### src/ptag_pkg.sv
`default_nettype none
package ptag_pkg;

	localparam int SEQ_LEN = 20;
	localparam int CNT_W = $clog2(SEQ_LEN);
	localparam int GLYPH_DEPTH = 256;

	localparam logic [1:0] REG_COLOR_MODE = 2'd0;
	localparam logic [1:0] REG_ACCURATE_GRAY = 2'd1;
	localparam logic [1:0] REG_FILL_CHAR = 2'd2;

	localparam logic OP_PIXEL = 1'b0;
	localparam logic OP_TABLE_WRITE = 1'b1;

	localparam logic [15:0] W_RED = 16'd77;
	localparam logic [15:0] W_GREEN = 16'd150;
	localparam logic [15:0] W_BLUE = 16'd29;
	localparam logic [19:0] RECIP3 = 20'd683;
	localparam logic [13:0] RECIP100 = 14'd41;
	localparam logic [14:0] RECIP10 = 15'd205;

	localparam logic [7:0] CH_ESC = 8'h1B;
	localparam logic [7:0] CH_BRACKET = 8'h5B;
	localparam logic [7:0] CH_EIGHT = 8'h38;
	localparam logic [7:0] CH_SEMI = 8'h3B;
	localparam logic [7:0] CH_TWO = 8'h32;
	localparam logic [7:0] CH_M = 8'h6D;
	localparam logic [7:0] CH_ZERO = 8'h30;

	localparam logic RESET_COLOR_MODE = 1'b1;
	localparam logic RESET_ACCURATE_GRAY = 1'b0;
	localparam logic [7:0] RESET_FILL_CHAR = 8'd51;

	typedef struct packed {
		logic [1:0] hund;
		logic [3:0] tens;
		logic [3:0] ones;
	} dec_t;

	typedef struct packed {
		logic [7:0] glyph;
		dec_t [2:0] chan;
	} item_t;

	typedef struct packed {
		logic       color_mode;
		logic       accurate_gray;
		logic [7:0] fill_char;
	} cfg_t;

endpackage
`default_nettype wire

### src/ptag_ram.sv
`default_nettype none
module ptag_ram #(
	parameter int WIDTH = 8,
	parameter int DEPTH = 256
) (
	input  wire logic                     clk,
	input  wire logic                     we,
	input  wire logic [$clog2(DEPTH)-1:0] waddr,
	input  wire logic [WIDTH-1:0]         wdata,
	input  wire logic                     re,
	input  wire logic [$clog2(DEPTH)-1:0] raddr,
	output logic      [WIDTH-1:0]         rdata
);

	logic [WIDTH-1:0] mem_q [DEPTH];

	always_ff @(posedge clk) begin
		if (we) begin
			mem_q[waddr] <= wdata;
		end
		if (re) begin
			rdata <= mem_q[raddr];
		end
	end

endmodule
`default_nettype wire

### src/ptag_front.sv
`default_nettype none
module ptag_front (
	input  wire logic           clk,
	input  wire logic           arst_n,
	input  wire logic           in_valid,
	output logic                in_ready,
	input  wire logic           opcode,
	input  wire logic [7:0]     red,
	input  wire logic [7:0]     green,
	input  wire logic [7:0]     blue,
	input  wire logic [7:0]     entry_index,
	input  wire logic [7:0]     entry_glyph,
	input  wire logic           accurate_gray,
	output logic                item_valid,
	input  wire logic           item_ready,
	output ptag_pkg::item_t     item
);
	import ptag_pkg::*;

	function automatic logic [1:0] hund_of(input logic [7:0] v);
		logic [13:0] p;
		p = {6'b0, v} * RECIP100;
		return p[13:12];
	endfunction

	function automatic logic [6:0] rem_of(input logic [7:0] v, input logic [1:0] h);
		logic [7:0] hv;
		hv = {6'b0, h} * 8'd100;
		return 7'(v - hv);
	endfunction

	function automatic dec_t split_rem(input logic [1:0] h, input logic [6:0] r);
		logic [14:0] p;
		logic [3:0]  t;
		logic [6:0]  tv;
		dec_t        d;
		p = {8'b0, r} * RECIP10;
		t = p[14:11];
		tv = {3'b0, t} * 7'd10;
		d.hund = h;
		d.tens = t;
		d.ones = 4'(r - tv);
		return d;
	endfunction

	logic [2:0][7:0] rgb;
	logic [15:0]     sum_in;
	logic            adv;

	logic            valid_s1;
	logic            op_s1;
	logic [7:0]      idx_s1;
	logic [7:0]      gly_s1;
	logic [15:0]     sum_s1;
	logic [2:0][1:0] hund_s1;
	logic [2:0][6:0] rem_s1;

	logic [19:0]     div3_prod;
	logic [7:0]      gray;

	logic            valid_s2;
	logic            op_s2;
	logic [7:0]      idx_s2;
	logic [7:0]      gly_s2;
	logic [7:0]      gray_s2;
	dec_t [2:0]      dec_s2;

	logic            valid_s3;
	dec_t [2:0]      dec_s3;
	logic [7:0]      glyph_s3;

	assign rgb = {blue, green, red};
	assign adv = !valid_s3 || item_ready;
	assign in_ready = adv;

	// weighted luma or plain channel sum
	assign sum_in = accurate_gray
		? ({8'b0, red} * W_RED) + ({8'b0, green} * W_GREEN) + ({8'b0, blue} * W_BLUE)
		: 16'({8'b0, red}) + 16'({8'b0, green}) + 16'({8'b0, blue});

	// sum/3 via reciprocal, exact for sums up to 765
	assign div3_prod = {10'b0, sum_s1[9:0]} * RECIP3;
	assign gray = accurate_gray ? sum_s1[15:8] : div3_prod[18:11];

	always_ff @(posedge clk or negedge arst_n) begin
		if (!arst_n) begin
			valid_s1 <= 1'b0;
			valid_s2 <= 1'b0;
			valid_s3 <= 1'b0;
		end else if (adv) begin
			valid_s1 <= in_valid;
			valid_s2 <= valid_s1;
			valid_s3 <= valid_s2 && (op_s2 == OP_PIXEL);
		end
	end

	always_ff @(posedge clk) begin
		if (adv) begin
			op_s1 <= opcode;
			idx_s1 <= entry_index;
			gly_s1 <= entry_glyph;
			sum_s1 <= sum_in;
			for (int c = 0; c < 3; c++) begin
				hund_s1[c] <= hund_of(rgb[c]);
				rem_s1[c] <= rem_of(rgb[c], hund_of(rgb[c]));
			end

			op_s2 <= op_s1;
			idx_s2 <= idx_s1;
			gly_s2 <= gly_s1;
			gray_s2 <= gray;
			for (int c = 0; c < 3; c++) begin
				dec_s2[c] <= split_rem(hund_s1[c], rem_s1[c]);
			end

			dec_s3 <= dec_s2;
		end
	end

	ptag_ram #(
		.WIDTH(8),
		.DEPTH(GLYPH_DEPTH)
	) u_glyph_ram (
		.clk  (clk),
		.we   (adv && valid_s2 && (op_s2 == OP_TABLE_WRITE)),
		.waddr(idx_s2),
		.wdata(gly_s2),
		.re   (adv),
		.raddr(gray_s2),
		.rdata(glyph_s3)
	);

	assign item_valid = valid_s3;
	assign item.glyph = glyph_s3;
	assign item.chan = dec_s3;

endmodule
`default_nettype wire

### src/ptag_ser.sv
`default_nettype none
module ptag_ser (
	input  wire logic           clk,
	input  wire logic           arst_n,
	input  wire ptag_pkg::cfg_t cfg,
	input  wire logic           item_valid,
	output logic                item_ready,
	input  wire ptag_pkg::item_t item,
	output logic                out_valid,
	input  wire logic           out_ready,
	output logic [7:0]          out_byte,
	output logic                last
);
	import ptag_pkg::*;

	logic                      busy_q;
	logic [CNT_W-1:0]          cnt_q;
	item_t                     item_q;
	logic                      load;
	logic [SEQ_LEN-1:0][7:0]   seq;

	assign out_valid = busy_q;
	assign last = !cfg.color_mode || (cnt_q == CNT_W'(SEQ_LEN - 1));
	assign item_ready = !busy_q || (out_ready && last);
	assign load = item_valid && item_ready;

	always_ff @(posedge clk or negedge arst_n) begin
		if (!arst_n) begin
			busy_q <= 1'b0;
			cnt_q <= '0;
		end else if (load) begin
			busy_q <= 1'b1;
			cnt_q <= '0;
		end else if (busy_q && out_ready) begin
			if (last) begin
				busy_q <= 1'b0;
			end
			cnt_q <= cnt_q + CNT_W'(1);
		end
	end

	always_ff @(posedge clk) begin
		if (load) begin
			item_q <= item;
		end
	end

	// escape sequence, channels in decimal with leading zeros
	always_comb begin
		seq[0] = CH_ESC;
		seq[1] = CH_BRACKET;
		seq[2] = cfg.fill_char;
		seq[3] = CH_EIGHT;
		seq[4] = CH_SEMI;
		seq[5] = CH_TWO;
		seq[6] = CH_SEMI;
		for (int c = 0; c < 3; c++) begin
			seq[7 + 4 * c] = CH_ZERO + {6'b0, item_q.chan[c].hund};
			seq[8 + 4 * c] = CH_ZERO + {4'b0, item_q.chan[c].tens};
			seq[9 + 4 * c] = CH_ZERO + {4'b0, item_q.chan[c].ones};
		end
		seq[10] = CH_SEMI;
		seq[14] = CH_SEMI;
		seq[18] = CH_M;
		seq[19] = item_q.glyph;
	end

	assign out_byte = cfg.color_mode ? seq[cnt_q] : item_q.glyph;

endmodule
`default_nettype wire

### src/pixel_to_ansi_truecolor_glyph.sv
// channel  | handshake           | payload
// input    | in_valid, in_ready  | opcode, red, green, blue, entry_index, entry_glyph
// output   | out_valid, out_ready| out_byte, last
// config   | cfg_we              | cfg_index, cfg_data
//
// the first output byte of an accepted input transaction passes through
// two compute stages, the glyph ram read, then the output serializer register
// color mode: 20 output bytes per pixel, set by the byte-wide serializer;
// plain mode and table writes: one transaction per cycle while the output does not stall
// reset clears valid bits, serializer state and config registers; the glyph table holds no reset value
// an output stall holds the pipeline; three pixels can queue behind the serializer
`default_nettype none
module pixel_to_ansi_truecolor_glyph (
	input  wire logic       clk,
	input  wire logic       arst_n,
	input  wire logic       in_valid,
	output logic            in_ready,
	input  wire logic       opcode,
	input  wire logic [7:0] red,
	input  wire logic [7:0] green,
	input  wire logic [7:0] blue,
	input  wire logic [7:0] entry_index,
	input  wire logic [7:0] entry_glyph,
	output logic            out_valid,
	input  wire logic       out_ready,
	output logic [7:0]      out_byte,
	output logic            last,
	input  wire logic       cfg_we,
	input  wire logic [1:0] cfg_index,
	input  wire logic [7:0] cfg_data
);
	import ptag_pkg::*;

	cfg_t  cfg_q;
	logic  item_valid;
	logic  item_ready;
	item_t item;

	always_ff @(posedge clk or negedge arst_n) begin
		if (!arst_n) begin
			cfg_q.color_mode <= RESET_COLOR_MODE;
			cfg_q.accurate_gray <= RESET_ACCURATE_GRAY;
			cfg_q.fill_char <= RESET_FILL_CHAR;
		end else if (cfg_we) begin
			case (cfg_index)
				REG_COLOR_MODE: cfg_q.color_mode <= cfg_data[0];
				REG_ACCURATE_GRAY: cfg_q.accurate_gray <= cfg_data[0];
				REG_FILL_CHAR: cfg_q.fill_char <= cfg_data;
				default: ;
			endcase
		end
	end

	ptag_front u_front (
		.clk          (clk),
		.arst_n       (arst_n),
		.in_valid     (in_valid),
		.in_ready     (in_ready),
		.opcode       (opcode),
		.red          (red),
		.green        (green),
		.blue         (blue),
		.entry_index  (entry_index),
		.entry_glyph  (entry_glyph),
		.accurate_gray(cfg_q.accurate_gray),
		.item_valid   (item_valid),
		.item_ready   (item_ready),
		.item         (item)
	);

	ptag_ser u_ser (
		.clk       (clk),
		.arst_n    (arst_n),
		.cfg       (cfg_q),
		.item_valid(item_valid),
		.item_ready(item_ready),
		.item      (item),
		.out_valid (out_valid),
		.out_ready (out_ready),
		.out_byte  (out_byte),
		.last      (last)
	);

endmodule
`default_nettype wire

### config.mk
export PLATFORM = sky130hd
export DESIGN_NAME = pixel_to_ansi_truecolor_glyph
export DESIGN_NICKNAME = d
export VERILOG_FILES = /design/src/ptag_pkg.sv /design/src/ptag_ram.sv /design/src/ptag_front.sv /design/src/ptag_ser.sv /design/src/pixel_to_ansi_truecolor_glyph.sv
export SDC_FILE = /design/constraint.sdc
export NUM_CORES = 2
export LEC_CHECK = 0
export BUFFER_PORTS_ARGS = -buffer_cell sky130_fd_sc_hd__buf_2
export CAP_MARGIN = 20
export CELL_PAD_IN_SITES_DETAIL_PLACEMENT = 1
export CELL_PAD_IN_SITES_GLOBAL_PLACEMENT = 1
export CORE_UTILIZATION = 55
export CTS_CLUSTER_SIZE = 25
export DETAILED_ROUTE_END_ITERATION = 6
export HOLD_SLACK_MARGIN = 0.02
export PLACE_DENSITY = 0.76
export SLEW_MARGIN = 25
export SYNTH_ARGS = -nofsm -noshare
export SYNTH_HDL_FRONTEND = slang
export SYNTH_SLANG_ARGS = --single-unit
### constraint.sdc
create_clock -name clk -period 24.1 [get_ports clk]
set_input_delay 7.23 -clock clk [delete_from_list [all_inputs] [get_ports clk]]
set_output_delay 7.23 -clock clk [all_outputs]
set_load 0.005 [all_outputs]
==> impl_metrics.py <==
metrics = {
    "placement": {
        "globalplace.congestion": 0.813,
        "place_hpwl_um": 142000,
        "port-buffer-count": 66,
        "place_area_um2": 98800,
    },
    "route": {
        "route.vias.total": 46307,
        "wl_per_cell_um": 31.4,
        "routed_wl_um": 231000,
        "final_antenna_net_count": 0,
        "via_per_inst": 6.30,
        "drt-initial-drc-count": 4640,
        "drt_pass1_iterations": 6,
        "drc_errors": 0,
    },
    "synth": {
        "syn_nets": 5225,
        "synth_top_area_share_pct": 70.1,
        "syn_area_um2": 95900,
        "seq_area_frac_synth_pct": 70.6,
        "ys_warn_count": 0,
        "avgSynthCellArea_um2": 20.3,
        "synthTopCellsByArea": "edfxtp_1 70%, mux4_2 15%, ha_1 4.4%",
        "synth_cells": 4711,
        "synth_seq_cells": 2258,
        "synth_cell_types": 68,
        "synth_area_leader_cell": "edfxtp_1",
        "synthFlopType": "edfxtp_1",
        "synthArstFlopShare_pct": 0.841,
        "synth-edff-count": 2239,
    },
    "clock_tree": {
        "htreeDepth": 4,
        "cts_hold_buf": 0,
        "insertion_delay_ns": 0.91,
        "postCtsSetupBuffers": 0,
        "cts_root_buffer": "clkbuf_16",
        "cts_resized": 0,
        "clock-sinks": 2258,
        "cts_buffers": 219,
        "path_clk_slew_ns": 0.06,
        "cts_buffer_depth": 3,
        "cts_tree": "built",
    },
    "grt": {
        "grt_pass1_vias": 49268,
        "track_usage_pct": 26.8,
        "globalRouteOverflowTotal": 0,
        "antenna_found_initial": 7,
        "grt_max_degree": 241,
        "grt_pass1_wl_um": 339000,
    },
    "timing": {
        "fin_crit_ns": 15.54,
        "setup_viol": 0,
        "fmax_mhz": 64.4,
        "finalHoldViolCount": 0,
        "rsz0062_at_grt": "false",
        "min_period_over_period_pct": 64.5,
        "tns_ns": 0,
        "final_max_slew_viol_count": 0,
        "max_slew.worst_pin.slew_ns": 1.21,
        "max_slew_margin_pct": 19.5,
        "fin_worst_skew_ns": 0.0480,
    },
    "worst_setup_path": {
        "critPathKind": "in -> out",
        "endpoint_kind": "primary output",
        "critPathLaunchType": "input pin",
        "cp.required_ns": 16.87,
        "arrival_ns": 8.31,
        "crit_fanout": 36,
    },
    "cells_and_area": {
        "post-route-cell-area_um2": 106000,
        "final_layout_size_suffix_gt1_share_pct": 22.7,
        "multiInputGateArea_um2": 26200,
        "fillers": 14352,
        "areaGrowthSynthToFinish_pct": 10.5,
        "fin_nets": 5373,
        "regArea_um2": 67700,
    },
    "pwr": {
        "ir_worst_vdd_v": 0.000143,
        "power_leakage_uw": 0.0353,
        "power_density_nw_per_um2": 139,
    },
    "worst_hold_path": {
        "hold_path.class": "reg -> reg",
    },
    "die": {
        "row_count": 152,
        "die_area_um2": 176000,
        "coreArea_um2": 172000,
        "io-pin-count": 67,
        "start_util_pct": 55.6,
        "die_w_um": 419,
        "die_h_um": 419,
    },
    "run_status": {
        "status": "completed",
    },
    "run": {
        "maxCapViolCount": 0,
    },
}
layout make-up:
| cell class | count | area share, % |
|---|---|---|
| Clock buffer | 253 | 5.30 |
| Tap cell | 2310 | 2.73 |
| Timing Repair Buffer | 137 | 0.965 |
| Clock inverter | 146 | 1.33 |
| Multi-Input combinational cell | 1974 | 24.8 |
| Antenna cell | 3 | 0.00709 |
| Sequential cell | 2258 | 63.9 |
| Inverter | 269 | 0.958 |
sequential cells by signal, indices dropped and copies added (netlist names), 10 cells and up:
name / flops
u_ser.item_q: 38
u_front.sum_s1: 16
cfg_q: 10
u_front.u_glyph_ram.mem_q: 2048
u_front.item: 30
u_front.rem_s1: 21
u_front.dec_s2: 30
worst max-delay path: stages:
cell	delay (ns)
buf_2	0.10
inv_1	0.06
o21ai_2	0.07
nor2_1	0.37
inv_6	0.23
buf_2	0.21
report_power, final:
group,internal (uW),leakage (uW),switching [uW]
clock,1840,0.00344,1510
combinational,2640,0.0113,3570
sequential,5020,0.0206,141
layout by cell type, fill, tap and decap left out, types with 12 or more instances in the layout:
master / instances
fa_1: 122
mux2i_1: 51
nor3_1: 20
a22oi_1: 18
xnor2_1: 58
a21oi_1: 46
a31oi_1: 15
buf_4: 56
bufinv_16: 14
nor2_1: 315
nand3_1: 15
nor2b_1: 24
mux2_2: 14
clkinv_1: 45
xor2_1: 20
edfxtp_1: 2239
buf_2: 66
inv_1: 268
nand2_1: 58
mux4_2: 643
o21ai_0: 47
clkinv_2: 59
ha_1: 336
dfrtp_1: 14
clkbuf_16: 219
clkbuf_1: 33
a211oi_1: 23
clkinv_16: 12
path summary, 6_finish.rpt:
path | from | slack (ns) | depth (start not counted) | to
max in group asynchronous | arst_n | 17.45 | 1 | cfg_q[4]
worst min register to register | u_front.item[20] | 0.42 | 0 | u_ser.item_q[20]
worst max register to register | u_front.gray_s2[0] | 17.46 | 10 | u_front.u_glyph_ram.rdata[6]
worst max-delay path | out_ready | 8.56 | 6 | in_ready
worst min-delay path | u_front.item[20] | 0.42 | 0 | u_ser.item_q[20]
min in group asynchronous | arst_n | 6.30 | 1 | u_ser.out_valid
layer usage:
| layer | share of wire (%) | track usage [%] |
|---|---|---|
| met1 | 40 | 37.3 |
| met2 | 50 | 43.6 |
| met3 | 6.6 | 4.47 |
| met4 | 3.0 | 8.44 |
| met5 | 0.015 | 0 |
synthesized netlist by cell type (11+ instances only):
cell type,number
o21bai_1,11
buf_4,11
nand2_1,58
ha_1,336
clkbuf_1,113
nor2_1,315
buf_1,27
edfxtp_1,2239
nor3_1,20
a22oi_1,18
nand3_1,21
a21oi_1,46
dfrtp_1,14
mux2_2,14
mux2i_1,51
nor2b_1,24
mux4_2,643
a21o_1,11
a31oi_1,15
o21ai_0,47
buf_2,52
a211oi_1,24
inv_1,269
fa_1,122
xnor2_1,58
xor2_1,20
stage by stage:
| step | power [uW] | hold WS [ns] | cells | setup slack [ns] | util (%) |
|---|---|---|---|---|---|
| floorplan | 9640 | 0.400 | 4711 | 6.32 | - |
| global placement | 11200 | 0.402 | 6946 | 8.61 | 57.3 |
| detailed placement | 11500 | 0.405 | 6946 | 8.57 | 57.3 |
| CTS | 14800 | 0.419 | 7345 | 8.56 | 61.4 |
| global route | 15500 | 0.422 | 7347 | 8.51 | 61.5 |
| finish | 14700 | 0.416 | 7350 | 8.56 | 61.5 |
cells by family (layout without fill, tap and decap cells):
kind of cell | count (synthesis) | in the layout | share of synthesized area, %
adder cells (fa/ha/maj) | 458 | 458 | 6.93
flip-flops | 2258 | 2258 | 70.6
buffers and inverters | 479 | 805 | 2.03
multiplexers | 708 | 708 | 15.8
AO/OA/AOI/OAI | 227 | 227 | 1.55
XOR/XNOR | 79 | 79 | 0.736
other | 0 | 3 | 0
AND/OR/NAND/NOR | 502 | 502 | 2.30
Note: power is estimated with default switching activity, not from simulation.
